--- config.mk ---
export PLATFORM = sky130hd
export DESIGN_NAME = sae_ram
export DESIGN_NICKNAME = d
export VERILOG_FILES = /design/src/hw/rtl/sae_ram.sv
export SDC_FILE = /design/constraint.sdc
export NUM_CORES = 2
export LEC_CHECK = 0
export ABC_AREA = 0
export BUFFER_PORTS_ARGS = -buffer_cell sky130_fd_sc_hd__buf_2
export CORE_UTILIZATION = 50
export DETAILED_ROUTE_END_ITERATION = 8
export GPL_ROUTABILITY_DRIVEN = 1
export PLACE_DENSITY = 0.69
export SLEW_MARGIN = 20
export SYNTH_ARGS = -nofsm -noshare
export SYNTH_HDL_FRONTEND = slang
export SYNTH_SLANG_ARGS = --single-unit
--- constraint.sdc ---
create_clock -name clk_i -period 5.9 [get_ports clk_i]
set_input_delay 0.295 -clock clk_i [delete_from_list [all_inputs] [get_ports clk_i]]
set_output_delay 0.295 -clock clk_i [all_outputs]
set_load 0.005 [all_outputs]
--- src/hw/rtl/sae_ram.sv ---
`timescale 1ns / 1ps

module sae_ram #(
  parameter int unsigned WIDTH = 8,
  parameter int unsigned DEPTH = 256,
  localparam int unsigned AW   = (DEPTH > 1) ? $clog2(DEPTH) : 1
) (
  input  logic             clk_i,
  input  logic             we_i,
  input  logic [AW-1:0]    waddr_i,
  input  logic [WIDTH-1:0] wdata_i,
  input  logic             re_i,
  input  logic [AW-1:0]    raddr_i,
  output logic [WIDTH-1:0] rdata_o
);

  logic [WIDTH-1:0] mem_q [DEPTH];
  logic [WIDTH-1:0] rdata_q;

  always_ff @(posedge clk_i) begin
    if (we_i) begin
      mem_q[waddr_i] <= wdata_i;
    end
    if (re_i) begin
      rdata_q <= mem_q[raddr_i];
    end
  end

  assign rdata_o = rdata_q;

endmodule

==> summary.txt <==
Die Span Y: 401.1 um
Commonest non-fill, non-tap cell in the layout: edfxtp_1
Cell row count: 146
P per Cell Area: 338.0 nW/um^2
Post-Synthesis Cells: 3,733
P_int: 23.57 mW
CTS tree: yes
Vias: 38,810
DP HPWL: 113,600 um
Yosys warnings: 0
Hold Fails Final Rpt: 4
Number of enable flip-flop cells after synthesis: 2,056
Crit-path max FO: 85
Worst-margin pin slew: 1.181 ns
Ys flop type: edfxtp_1
CP Data Required Time: 6.42 ns
Sw Share: 21.06%
Final min period: 3.703 ns
Number of remaining DRC errors: 1
Synth Area per Inst: 21.33 um^2
Initial antenna violation count: 11
DRT Pass-1 Iters: 7
Tcrit/Tclk final: 62.77%
Largest net degree at the start of global routing: 125
Core ar.: 158,200 um^2
Syn nets: 3,760
Setup-failing EPs final: 0
Layout Nets: 3,851
Post-cts gate resize count: 0
Die X: 401.1 um
Clk slew on worst S/H paths: 0.06 ns
Post-synthesis async set-or-reset flop share: 0%
Net Switching: 6.289 mW
Port Buffers: 34
RSZ-0062 raised after global routing: false
Sequential power share: 54.0%
Seq/Total Area, Yosys: 77.53%
Most frequent cells in the layout: edfxtp_1 (2,056), mux4_2 (454), nor2_1 (279), clkbuf_16 (201), mux2i_1 (134)
Hold WS: -0.002651 ns
MaxCap Viol Count: 0
Leakage: 27.02 nW
Violated checks: design-rule violations, negative hold slack
Routed vias/inst: 6.399
Max-slew violations: 0
Slowest-stage cell, CP: a211oi_1
Iter 0 DRT Violations: 5,135
Yosys reg bits: 2,056
Total gr overflow: 0
Critical path capture point type: register
DR WL/cell: 31.44 um
Initial Util: 50.34%
Cell area after synthesis: 79,640 um^2
Global-route wire length before repair: 275,600 um
Max clock buf depth: 3
Relative slew slack: 20.79%
FMAX: 0.2700 GHz
Crit path cell chain: buf_8 -> buf_4 -> mux4_2 -> a22o_1 -> a221oi_1 -> o221ai_1 -> a211oi_1 -> nor4_1
Clock Skew: 0.02672 ns
Yosys cell types: 54
Clock Power Share: 41.2%
Total clock sinks: 2,056
Worst vdd ir: 0.3543 mV
Die ar.: 160,900 um^2
Io pins: 35
Setup crit start kind: input port
CP Class: in -> reg
Antenna Nets Post-Route: 0
Htree depth: 4
Share of cells above drive strength 1: 22.00%
CP peak stage delay: 0.98 ns
Vias in the first global route: 38,830
GRT Overall Usage: 23.78%
Status: complete, but fails checks
Worst-Skew Late Latency: 0.83 ns
RePlAce Congestion: 0.8601
Final wirelength: 190,700 um
Gate power share: 4.8%
Clock buffer count from CTS: 196
Root buffer cell: clkbuf_16
Sum Neg Setup Slack: 0 ns
Critical path arrival: 4.22 ns
Min-delay worst type: in -> reg
Area Overhead vs Synth: 10.93%
[timing repair]
action                    CTS  global route
hold endpoints to repair  200             0
hold buffers                5             0
buffers inserted            0             0
[worst max-delay path: cells and delay by family]
family	cells	cell delay (ns)
compound gates	4	1.93
buf+inv	2	1.26
mux	1	0.40
simple gates	1	0.08
[logic make-up (layout without fill, tap and decap cells)]
family                 count (synthesis)  in the layout  share of synthesized area, %
multiplexers                         591            591                         14.60
other                                  0              1                             0
AND/OR/NAND/NOR                      466            466                         2.625
buffers and inverters                235            493                         1.829
flip-flops                          2056           2056                         77.53
AO/OA/AOI/OAI                        385            385                         3.416
[registers in the layout (all words and copies together) (netlist names)]
| name | count |
|---|---|
| mem_q | 2048 |
| rdata_o | 8 |
[Yosys cell counts (21+ instances only)]
cell type	n	share of area, %
buf_1	22	0.10
edfxtp_1	2056	78
buf_4	27	0.25
nor2_1	282	1.3
clkbuf_1	111	0.52
mux4_2	454	13
nor4_1	24	0.19
nor3_1	22	0.14
nand2_1	33	0.16
o221ai_1	46	0.51
nor2b_1	31	0.24
a22oi_1	133	1.3
mux2i_1	134	1.7
nand3_1	34	0.21
o22ai_1	28	0.22
buf_6	21	0.30
a21oi_1	96	0.60
buf_2	31	0.19
[final timing paths]
path | slack, ns | endpoint | from | depth (start not counted)
max | 2.20 | rdata_o[5] | raddr_i[1] | 8
min | -0.003 | mem_q[165][4] | wdata_i[4] | 1
max reg2reg | 2.77 | rdata_o[5] | mem_q[27][5] | 6
min reg2reg | 1.20 | rdata_o[4] | mem_q[2][4] | 5
[power groups by stage]
stage,registers [mW],clock network (mW),logic [mW]
after global routing,16.1,12.9,1.49
after global placement,16.4,0,1.39
after CTS,16.1,12.4,1.42
after detailed placement,16.4,0,1.42
after floorplan,16.4,0,0.782
final,16.1,12.3,1.42
[layout make-up]
cell class | instances | area, um^2
Inverter | 2 | 7.507
Clock inverter | 115 | 1030
Tap cell | 2072 | 2592
Fill cell | 11560 | 69860
Timing Repair Buffer | 126 | 1182
Clock buffer | 250 | 5214
Antenna cell | 1 | 2.502
Multi-Input combinational cell | 1442 | 16570
Sequential cell | 2056 | 61740
[per-stage QoR]
stage	utilization, %	instance area [um^2]	setup WS [ns]	instances	power (mW)
5_1_grt	55.84	88340	2.292	6064	30.55
2_1_floorplan	-	79640	3.529	3733	17.21
6_report	55.84	88340	2.197	6064	29.86
3_5_place_dp	51.86	82040	1.493	5693	17.86
4_1_cts	55.84	88340	2.362	6063	29.98
3_3_place_gp	51.78	81920	1.151	5686	17.83
[layer usage]
| metal | wire length [um] | track usage [%] | vias up |
|---|---|---|---|
| met1 | 75530 | 33.93 | 20590 |
| li1 | - | - | 15880 |
| met2 | 90830 | 37.03 | 2004 |
| met5 | 60 | 0 | - |
| met4 | 5978 | 7.623 | 8 |
| met3 | 18250 | 4.999 | 327 |
(Power assumes the default switching activity.)
