[config.mk]
export PLATFORM = sky130hd
export DESIGN_NAME = sae_ofifo
export DESIGN_NICKNAME = d
export VERILOG_FILES = /design/src/hw/rtl/sae_pkg.sv /design/src/hw/rtl/sae_ofifo.sv
export SDC_FILE = /design/constraint.sdc
export NUM_CORES = 1
export LEC_CHECK = 0
export BUFFER_PORTS_ARGS = -buffer_cell sky130_fd_sc_hd__buf_4
export CORE_ASPECT_RATIO = 0.9
export CORE_UTILIZATION = 27
export CTS_BUF_LIST = sky130_fd_sc_hd__clkbuf_4
export CTS_CLUSTER_SIZE = 12
export DETAILED_ROUTE_END_ITERATION = 7
export GPL_TIMING_DRIVEN = 0
export SYNTH_ARGS = -nofsm -noshare
export SYNTH_HDL_FRONTEND = slang
export SYNTH_SLANG_ARGS = --single-unit
export TNS_END_PERCENT = 10
[constraint.sdc]
create_clock -name clk_i -period 2.7 [get_ports clk_i]
set_input_delay 0.135 -clock clk_i [delete_from_list [all_inputs] [get_ports clk_i]]
set_output_delay 0.135 -clock clk_i [all_outputs]
set_load 0.005 [all_outputs]
[src/hw/rtl/sae_pkg.sv]
`timescale 1ns / 1ps

package sae_pkg;

  localparam int unsigned PIX_W = 8;
  localparam int unsigned MAG_W = 11;
  localparam int unsigned SUM_W = 10;

  localparam logic [7:0] CFG_ROW_WIDTH = 8'd0;
  localparam logic [7:0] CFG_OUT_ROWS  = 8'd1;

  localparam logic [7:0] MIN_WIDTH     = 8'd3;
  localparam logic [7:0] MAX_OUT_ROWS  = 8'd253;
  localparam logic [7:0] BORDER        = 8'd2;
  localparam logic [7:0] RST_WIDTH     = 8'd16;
  localparam logic [7:0] RST_OUT_ROWS  = 8'd14;

  localparam logic [MAG_W-1:0] SAT_LIMIT  = 11'd255;
  localparam logic [7:0]       SPACE_CHAR = 8'd32;

  localparam int unsigned FIFO_DEPTH = 4;
  localparam int unsigned FIFO_PW    = $clog2(FIFO_DEPTH);
  localparam int unsigned FIFO_CW    = $clog2(FIFO_DEPTH + 1);

  localparam logic [7:0] SHADE [16] = '{
    8'd64, 8'd37, 8'd38, 8'd36, 8'd35, 8'd111, 8'd115, 8'd197,
    8'd63, 8'd33, 8'd42, 8'd43, 8'd61, 8'd95, 8'd45, 8'd32
  };

  typedef struct packed {
    logic valid;
    logic prod;
    logic last;
  } req_t;

  typedef struct packed {
    logic s1;
    logic s2;
  } occ_t;

  typedef struct packed {
    logic [7:0]       ascii_char;
    logic [MAG_W-1:0] magnitude;
    logic             last;
  } res_t;

  function automatic logic [SUM_W-1:0] absdiff(input logic [SUM_W-1:0] a,
                                               input logic [SUM_W-1:0] b);
    return (a >= b) ? a - b : b - a;
  endfunction

  function automatic logic [SUM_W-1:0] wsum(input logic [PIX_W-1:0] a,
                                            input logic [PIX_W-1:0] b,
                                            input logic [PIX_W-1:0] c);
    return {2'b00, a} + {1'b0, b, 1'b0} + {2'b00, c};
  endfunction

endpackage

[src/hw/rtl/sae_ofifo.sv]
`timescale 1ns / 1ps

module sae_ofifo import sae_pkg::*; (
  input  logic               clk_i,
  input  logic               rst_ni,
  input  logic               push_i,
  input  res_t               data_i,
  input  logic               pop_i,
  output logic               valid_o,
  output res_t               data_o,
  output logic [FIFO_CW-1:0] count_o
);

  res_t               buf_q [FIFO_DEPTH];
  logic [FIFO_PW-1:0] rd_ptr_q;
  logic [FIFO_PW-1:0] wr_ptr_q;
  logic [FIFO_CW-1:0] count_q;
  logic               pop;

  assign pop = pop_i && (count_q != '0);

  always_ff @(posedge clk_i or negedge rst_ni) begin
    if (!rst_ni) begin
      rd_ptr_q <= '0;
      wr_ptr_q <= '0;
      count_q  <= '0;
    end else begin
      if (push_i) begin
        wr_ptr_q <= wr_ptr_q + 1'b1;
      end
      if (pop) begin
        rd_ptr_q <= rd_ptr_q + 1'b1;
      end
      if (push_i && !pop) begin
        count_q <= count_q + 1'b1;
      end else if (pop && !push_i) begin
        count_q <= count_q - 1'b1;
      end
    end
  end

  always_ff @(posedge clk_i) begin
    if (push_i) begin
      buf_q[wr_ptr_q] <= data_i;
    end
  end

  assign valid_o = (count_q != '0);
  assign data_o  = buf_q[rd_ptr_q];
  assign count_o = count_q;

endmodule

==> results.sh <==
export IMPL_arrival_ns=2.47
export IMPL_io_pins=48
export IMPL_synth_avg_cell_area_um2=23.96
export IMPL_routed_wl_um=5609
export IMPL_antenna_found_initial=0
export IMPL_initial_utilization=0.2825
export IMPL_drc=0
export IMPL_crit_path_start_kind="flop"
export IMPL_whs_ns=0.05851
export IMPL_tns_ns=0
export IMPL_final_net_count=248
export IMPL_m1WireLength_um=2554
export IMPL_status="finished, final reports clean"
export IMPL_die_y_um=106.6
export IMPL_top_layer="met4"
export IMPL_irDropWorstVdd_v=0.0005224
export IMPL_end_kind="flop"
export IMPL_async_flop_share=0.08046
export IMPL_ys_seq_area_frac=0.7851
export IMPL_hpwl_um=3438
export IMPL_synth_ff_type="edfxtp_1"
export IMPL_rows=37
export IMPL_wire_per_inst_um=14.80
export IMPL_pwr_density_cell_nw_per_um2=964.7
export IMPL_seqCellArea_um2=2577
export IMPL_route_antenna_remaining_nets=0
export IMPL_cts_root_buf="clkbuf_4"
export IMPL_critPathKind="flop to flop"
export IMPL_rrSetupSlack_ns=0.57
export IMPL_vias=1545
export IMPL_die_x_um=118.2
export IMPL_grt_overflow=0
export IMPL_grtUsageTotal=0.09595
export IMPL_multi_input_area_um2=661.9
export IMPL_worstPathMaxFanout=4
export IMPL_synth_commonest_cells="80 x edfxtp_1, 18 x mux4_2, 7 x dfrtp_1, 5 x ha_1, 4 x and2_1"
export IMPL_rsz0062_at_grt="false"
export IMPL_syn_nets=167
export IMPL_dr_wl_met3_um=227
export IMPL_fill_cells=1077
export IMPL_power_total_w=0.004100
export IMPL_dr_wl_met2_um=2697
export IMPL_cts_resized=0
export IMPL_synth_top_area_cell="edfxtp_1"
export IMPL_yosysMostFrequentCell="edfxtp_1"
export IMPL_p_leak_nw=1.499
export IMPL_drv_slew=0
export IMPL_cts_buffer_depth=2
export IMPL_initialDrtViolationCount=51
export IMPL_drive_gt1_frac=0.3901
export IMPL_hp_class="input port to asynchronous set/reset pin"
export IMPL_gp_congestion=0.6889
export IMPL_htreeDepth=3
export IMPL_grt_pass1_vias=1612
export IMPL_slew_headroom=0.2553
export IMPL_grt_pass1_wl_um=8625
export IMPL_ys_ff_latch=87
export IMPL_syn_area_um2=3283
export IMPL_clock_latency_ns=0.41
export IMPL_setup_violations=0
export IMPL_period_needed_ns=2.128
export IMPL_area_delta_synth_final_pct=29.46
export IMPL_setup_ws_ns=0.5718
export IMPL_numCtsBuffers=9
export IMPL_dr_pass1_iters=4
export IMPL_clock_skew_ns=0.008454
export IMPL_diodes=0
export IMPL_grt_max_degree=21
export IMPL_core_area_um2=11620
export IMPL_clock_sinks=87
export IMPL_path_clk_slew_ns=0.12
export IMPL_portBuffers=47
export IMPL_via_per_inst=4.077
export IMPL_synth_top_area_frac=0.7317
export IMPL_tightest_slew_ns=1.117
export IMPL_synthCells=137
export IMPL_fmax_mhz=469.9
export IMPL_final_hold_viol_count=0
export IMPL_fin_crit_sh=0.7882
export IMPL_maxCapViolCount=0
export IMPL_tritoncts="yes"
export IMPL_synth_edff_count=80
export IMPL_die_area_um2=12610
export IMPL_crit_required_ns=3.04
export IMPL_ys_types=18
export IMPL_synthTopCellsByArea="edfxtp_1 73%, mux4_2 12%, dfrtp_1 5.3%"
export IMPL_ys_warn_count=0
export IMPL_dp_slack_ns=0.6130
[layer usage]
layer	vias to the layer above	global-route usage
met2	31	0.1500
met4	0	0.06319
met3	12	0.02606
met5	-	0
met1	777	0.1175
li1	725	-
[critical path, stage by stage, from the launching register on]
cell     delay, ns
dfrtp_1       0.46
or3_4         0.42
nand2_1       0.12
ha_1          0.19
inv_1         0.06
fa_1          0.37
xor2_1        0.15
nor2_1        0.12
xor2_1        0.16
[sequential cells by signal (all words and copies together), names as in the netlist]
| register | flops |
|---|---|
| count_o | 3 |
| buf_q | 80 |
| rd_ptr_q | 2 |
| wr_ptr_q | 2 |
[cells by family (layout without fill, tap and decap cells)]
logic type | after synthesis | count (layout) | share of synthesized area
AOI/OAI and AO/OA | 1 | 1 | 0.001523
xor gates and xnor gates | 6 | 6 | 0.01601
adders and majority gates | 6 | 6 | 0.02515
buffers and inverters | 7 | 93 | 0.01334
DFF | 87 | 87 | 0.7851
muxes | 21 | 21 | 0.1429
and+or+nand+nor | 9 | 9 | 0.01600
[where the power goes]
| part | total [W] | leakage, nW | internal [W] | switching (W) |
|---|---|---|---|---|
| Combinational | 0.00131 | 0.585 | 0.000734 | 0.000572 |
| Clock | 0.000908 | 0.0973 | 0.000492 | 0.000417 |
| Sequential | 0.00189 | 0.817 | 0.00178 | 0.000103 |
[per-stage QoR]
step | std cells | area (µm²) | util
floorplan | 137 | 3283 | -
global placement | 340 | 3831 | 0.3297
detailed placement | 340 | 3831 | 0.3297
CTS | 379 | 4250 | 0.3658
global route | 379 | 4250 | 0.3658
finish | 379 | 4250 | 0.3658
[final timing paths]
check | startpoint | end | cells after the start
max | count_o[0] | count_o[2] | 8
min | rst_ni | wr_ptr_q[0] | 2
max reg2reg | count_o[0] | count_o[2] | 8
min reg2reg | count_o[2] | count_o[2] | 1
max in group asynchronous | rst_ni | wr_ptr_q[1] | 2
min in group clk_i | data_i[3] | buf_q[1][3] | 2
[cell type report]
type | count | share of cell area
sequential | 87 | 0.6064
multi-input combinational | 43 | 0.1557
timing repair buffer | 70 | 0.1372
tap | 156 | 0.04592
clock inverter | 5 | 0.02502
clock buffer | 11 | 0.01943
buffer | 4 | 0.007654
inverter | 3 | 0.002649
[repair_timing]
action	in CTS	in global routing
endpoints found under the hold margin	91	0
setup buffers	0	0
hold buffers	23	0
[cell usage in the layout (no fill, tap or decap), drive strengths merged]
master       synthesis  routed
and2                 4       4
buf                  4      51
bufinv               0       3
clkbuf               0      11
clkinv               0       1
clkinvlp             0       1
dfrtp                7       7
dlygate4sd3          0      23
edfxtp              80      80
fa                   1       1
ha                   5       5
inv                  3       3
mux2                 1       1
mux4                20      20
nand2                2       2
nand3                1       1
nor2                 1       1
o21ai                1       1
or3                  1       1
xnor2                3       3
xor2                 3       3
Power figures use the tool's default switching activity.
