--- src/hw/rtl/sae_pkg.sv ---
`timescale 1ns / 1ps

package sae_pkg;

  localparam int unsigned PIX_W = 8;
  localparam int unsigned MAG_W = 11;
  localparam int unsigned SUM_W = 10;

  localparam logic [7:0] CFG_ROW_WIDTH = 8'd0;
  localparam logic [7:0] CFG_OUT_ROWS  = 8'd1;

  localparam logic [7:0] MIN_WIDTH     = 8'd3;
  localparam logic [7:0] MAX_OUT_ROWS  = 8'd253;
  localparam logic [7:0] BORDER        = 8'd2;
  localparam logic [7:0] RST_WIDTH     = 8'd16;
  localparam logic [7:0] RST_OUT_ROWS  = 8'd14;

  localparam logic [MAG_W-1:0] SAT_LIMIT  = 11'd255;
  localparam logic [7:0]       SPACE_CHAR = 8'd32;

  localparam int unsigned FIFO_DEPTH = 4;
  localparam int unsigned FIFO_PW    = $clog2(FIFO_DEPTH);
  localparam int unsigned FIFO_CW    = $clog2(FIFO_DEPTH + 1);

  localparam logic [7:0] SHADE [16] = '{
    8'd64, 8'd37, 8'd38, 8'd36, 8'd35, 8'd111, 8'd115, 8'd197,
    8'd63, 8'd33, 8'd42, 8'd43, 8'd61, 8'd95, 8'd45, 8'd32
  };

  typedef struct packed {
    logic valid;
    logic prod;
    logic last;
  } req_t;

  typedef struct packed {
    logic s1;
    logic s2;
  } occ_t;

  typedef struct packed {
    logic [7:0]       ascii_char;
    logic [MAG_W-1:0] magnitude;
    logic             last;
  } res_t;

  function automatic logic [SUM_W-1:0] absdiff(input logic [SUM_W-1:0] a,
                                               input logic [SUM_W-1:0] b);
    return (a >= b) ? a - b : b - a;
  endfunction

  function automatic logic [SUM_W-1:0] wsum(input logic [PIX_W-1:0] a,
                                            input logic [PIX_W-1:0] b,
                                            input logic [PIX_W-1:0] c);
    return {2'b00, a} + {1'b0, b, 1'b0} + {2'b00, c};
  endfunction

endpackage

--- src/hw/rtl/sae_grad.sv ---
`timescale 1ns / 1ps

module sae_grad import sae_pkg::*; #(
  parameter int unsigned AW = 8
) (
  input  logic             clk_i,
  input  logic             rst_ni,
  input  req_t             req_i,
  input  logic [AW-1:0]    req_addr_i,
  input  logic [PIX_W-1:0] req_pix_i,
  input  logic [PIX_W-1:0] rd_upper_i,
  input  logic [PIX_W-1:0] rd_middle_i,
  output logic             wr_en_o,
  output logic [AW-1:0]    wr_addr_o,
  output logic [PIX_W-1:0] wr_upper_o,
  output logic [PIX_W-1:0] wr_middle_o,
  output occ_t             occ_o,
  output logic             res_valid_o,
  output res_t             res_o
);

  req_t             s1_q;
  logic [AW-1:0]    s1_addr_q;
  logic [PIX_W-1:0] s1_pix_q;
  logic             fwd_q;
  logic             fwd_d;
  logic [PIX_W-1:0] fwd_top_q;
  logic [PIX_W-1:0] fwd_mid_q;
  logic [PIX_W-1:0] win_q [6];
  logic [PIX_W-1:0] top;
  logic [PIX_W-1:0] mid;

  logic             s2_valid_q;
  logic             s2_last_q;
  logic [SUM_W-1:0] left_q;
  logic [SUM_W-1:0] right_q;
  logic [SUM_W-1:0] upper_q;
  logic [SUM_W-1:0] lower_q;
  logic [MAG_W-1:0] mag;

  // previous beat writes the entry this beat reads: take its data instead
  assign fwd_d = req_i.valid && s1_q.valid && (s1_addr_q == req_addr_i);
  assign top   = fwd_q ? fwd_top_q : rd_upper_i;
  assign mid   = fwd_q ? fwd_mid_q : rd_middle_i;

  always_ff @(posedge clk_i or negedge rst_ni) begin
    if (!rst_ni) begin
      s1_q       <= '0;
      fwd_q      <= 1'b0;
      s2_valid_q <= 1'b0;
      s2_last_q  <= 1'b0;
      for (int i = 0; i < 6; i++) begin
        win_q[i] <= '0;
      end
    end else begin
      s1_q       <= req_i;
      fwd_q      <= fwd_d;
      s2_valid_q <= s1_q.valid && s1_q.prod;
      s2_last_q  <= s1_q.last;
      if (s1_q.valid) begin
        win_q[0] <= win_q[3];
        win_q[1] <= win_q[4];
        win_q[2] <= win_q[5];
        win_q[3] <= top;
        win_q[4] <= mid;
        win_q[5] <= s1_pix_q;
      end
    end
  end

  always_ff @(posedge clk_i) begin
    s1_addr_q <= req_addr_i;
    s1_pix_q  <= req_pix_i;
    fwd_top_q <= mid;
    fwd_mid_q <= s1_pix_q;
    left_q    <= wsum(win_q[0], win_q[1], win_q[2]);
    right_q   <= wsum(top, mid, s1_pix_q);
    upper_q   <= wsum(win_q[0], win_q[3], top);
    lower_q   <= wsum(win_q[2], win_q[5], s1_pix_q);
  end

  assign wr_en_o     = s1_q.valid;
  assign wr_addr_o   = s1_addr_q;
  assign wr_upper_o  = mid;
  assign wr_middle_o = s1_pix_q;

  assign mag = {1'b0, absdiff(left_q, right_q)} + {1'b0, absdiff(upper_q, lower_q)};

  assign res_valid_o      = s2_valid_q;
  assign res_o.magnitude  = mag;
  assign res_o.ascii_char = (mag > SAT_LIMIT) ? SPACE_CHAR : SHADE[mag[7:4]];
  assign res_o.last       = s2_last_q;

  assign occ_o.s1 = s1_q.valid;
  assign occ_o.s2 = s2_valid_q;

endmodule

--- config.mk ---
export PLATFORM = sky130hd
export DESIGN_NAME = sae_grad
export DESIGN_NICKNAME = d
export VERILOG_FILES = /design/src/hw/rtl/sae_pkg.sv /design/src/hw/rtl/sae_grad.sv
export SDC_FILE = /design/constraint.sdc
export NUM_CORES = 1
export LEC_CHECK = 0
export ABC_CLOCK_PERIOD_IN_PS = 5400
export BUFFER_PORTS_ARGS = -buffer_cell sky130_fd_sc_hd__buf_4
export CAP_MARGIN = 10
export CORE_ASPECT_RATIO = 1.25
export CORE_MARGIN = 1.5
export CORE_UTILIZATION = 31
export CTS_BUF_LIST = sky130_fd_sc_hd__clkbuf_4 sky130_fd_sc_hd__clkbuf_8
export DETAILED_ROUTE_END_ITERATION = 10
export SETUP_SLACK_MARGIN = 0.1
export SYNTH_ARGS = -nofsm -noshare
export SYNTH_HDL_FRONTEND = slang
export SYNTH_SLANG_ARGS = --single-unit
--- constraint.sdc ---
create_clock -name clk_i -period 5.4 [get_ports clk_i]
set_clock_uncertainty 0.2 [all_clocks]
set_input_delay 1.08 -clock clk_i [delete_from_list [all_inputs] [get_ports clk_i]]
set_output_delay 1.08 -clock clk_i [all_outputs]
set_load 0.005 [all_outputs]
==> results.toml <==
[detailed_routing]
vias = 5733
drc = 0
drt_iter0_drc = 288
vias_per_cell = 4.68
route.detailed.wl_per_inst_um = 14.5
final_antenna_net_count = 0
wirelength_um = 17800
firstDrtPassIters = 5

[outcome]
outcome = "finished, violations left"
failed_checks = "negative setup slack"

[worst_setup_path]
cp_top_family = "compound AO/OA/AOI/OAI gates"
end_kind = "primary output"
max_stage_delay_ps = 410
reg2reg_setup_slack_ps = 1860
crit_required_ps = 4120
crit_chain = "inv_2 > ha_4 > inv_2 > fa_2 > a21o_1 > a2111oi_4 > o211a_4 > or2_4 > buf_8 > mux2i_4 > xnor2_2 > ha_1 > or3_4 > or4_4 > o31a_1 > a311oi_2 > buf_4"
cp-start-kind = "flop"
cp.arrival_ps = 4470
slowest_stage = "or4_4"
cp_max_fo = 8
path_common_cell = "inv_2"
timing.rr.start = "fwd_q"
reg2reg_to = "upper_q[9]"
worstPathBufferInverterCount = 4
worstRegToRegCells = 11
path_class = "flop to primary output"

[yosys]
synth_commonest_cells = "ha_1 (84), dfxtp_1 (72), inv_1 (70), mux2_2 (66), dfrtp_1 (54)"
yosys_warnings = 0
ys.flop_type = "dfxtp_1"
avgSynthCellArea_um2 = 10.8
synth_most_common_cell = "ha_1"
synth_top_cell_by_area = "dfxtp_1"
synthArstFlopShare_pct = 42.9
yosysSeqAreaShare_pct = 35.1
post-synth-top-area-fraction_pct = 18.1
syn_nets = 893
syn-cell-area_um2 = 7960
synth_edf_count = 0
synth_seq_cells = 126
synthCells = 735
synth_cell_types = 73
synthTopCellsByArea = "dfxtp_1 (18%), dfrtp_1 (17%), ha_1 (13%), mux2_2 (9.3%), fa_1 (9.3%)"

[floorplan]
die_w_um = 146
fp.dieArea_um2 = 26700
dieHeight_um = 182
num_rows = 65
ios = 85
start_util_pct = 31.6
core_um2 = 25200

[placed_design]
io_buffers = 84
place_hpwl_um = 13800
place_congestion = 0.853

[sta]
timing.final.max_slew_violations = 0
finalCritPeriodShare_pct = 106
report.final.setup_viol = 9
rsz0062_at_grt = "yes"
fin_crit_ps = 5750
final-hold-violation-count = 0
relSlewSlack_pct = 53.4
max_freq_mhz = 174
tns_ps = -2500
worstMarginPinSlew_ps = 700
worst_slack_ps = -351

[clocking]
cts_max_level = 4
clock_path_buffers = 2
clockRootBuffer = "clkbuf_8"
clk_latency_ps = 450
cts_buffers = 17
cts.sinks = 126
clk_pin_slew_worst_paths_ps = 90
cts_tree = "yes"

[layout]
drive_above_1_share_pct = 35.1
syn_to_final_growth_pct = 26.8
num-fill-cells = 2480
finalNetCount = 1035
multi_input_area_um2 = 5010
final-seq-area_um2 = 2800
diodes = 0

[grt]
grt_max_degree = 55
grtUsageTotal_pct = 13.9
grt_pass1_wl_um = 29400
antenna_found_initial = 0
grt_pass1_vias = 5825
grt_overflow_total = 0

[worst_hold_path]
min_path_type = "flop to flop"
hold_end = "s2_last_q"
min_path_cells = 0
min_from = "s1_q[0]"

[flow_run]
cap_violations = 0
## area by class of cell
class	instances	area share [%]
Tap cell	335	4.15
Sequential cell	126	27.7
Clock inverter	15	1.87
Multi-Input combinational cell	512	49.7
Inverter	72	2.68
Clock buffer	17	2.32
Timing Repair Buffer	148	11.6
## metrics by stage
step                      instance area [um2]  hold WS (ps)  setup WS (ps)  utilization (%)  std cells
final                                   10100           158           -351             40.0       1225
after global routing                    10100           175           -573             40.0       1225
after CTS                                9950           161           -322             39.5       1220
after detailed placement                 9270           139          -57.6             36.8       1180
after global placement                   9270           136         -0.443             36.8       1180
after floorplan                          7960           131            196                -        735
## what timing repair did
item                                   in CTS  in global routing
resized for setup                          43                 22
cloned                                      1                  0
setup buffers                               7                  5
pin swaps                                  27                 14
endpoints found under the hold margin       0                  0
setup endpoints to repair                  14                 14
hold buffers                                0                  0
## placed cells by master, fill, tap and decap left out, types with 15 or more instances in the layout
master,Yosys,routed
dfrtp_1,54,53
xnor2_1,38,36
mux2_2,66,65
ha_1,84,79
clkbuf_8,0,17
nor2_1,21,20
a21oi_1,46,40
a21o_1,24,24
nand2_1,17,15
o21ai_0,19,19
inv_1,70,67
dfxtp_1,72,68
fa_1,37,34
buf_4,4,140
## flip-flops by register name, summed over array words and instances, names as in the netlist
register     cells
fwd_q            1
wr_middle_o      8
res_valid_o      1
s2_last_q        1
left_q          10
right_q         10
wr_addr_o        8
fwd_top_q        8
wr_en_o          1
fwd_mid_q        8
lower_q         10
s1_q             2
win_q           48
upper_q         10
## kinds of logic (layout without fill, tap and decap cells)
| kind of cell | Yosys count | in the layout | synth area share [%] |
|---|---|---|---|
| AND/OR/NAND/NOR | 106 | 106 | 6.98 |
| buffers and inverters | 97 | 252 | 5.15 |
| AO/OA/AOI/OAI | 160 | 160 | 14.2 |
| XOR/XNOR | 51 | 51 | 5.70 |
| multiplexers | 73 | 73 | 10.2 |
| flip-flops | 126 | 126 | 35.1 |
| adder cells (fa/ha/maj) | 122 | 122 | 22.6 |
## how the worst max path moves through the flow
stage | start | endpoint | slack [ps] | depth (start not counted)
after global placement | upper_q[0] | res_o[17] | -0.4 | 19
after global routing | upper_q[0] | res_o[17] | -570 | 19
after CTS | upper_q[0] | res_o[14] | -320 | 17
final | upper_q[0] | res_o[14] | -350 | 17
after detailed placement | upper_q[0] | res_o[17] | -60 | 19
after floorplan | upper_q[0] | res_o[17] | 200 | 17
## metal layers
layer	global-route usage [%]	share of wire, %
met4	4.85	2.5
met1	17.4	46
met3	2.73	3.8
met2	23.7	48
met5	0	0
Power is not shown: default switching activity piles up to over one toggle a cycle in this logic, so the estimate is an artifact.
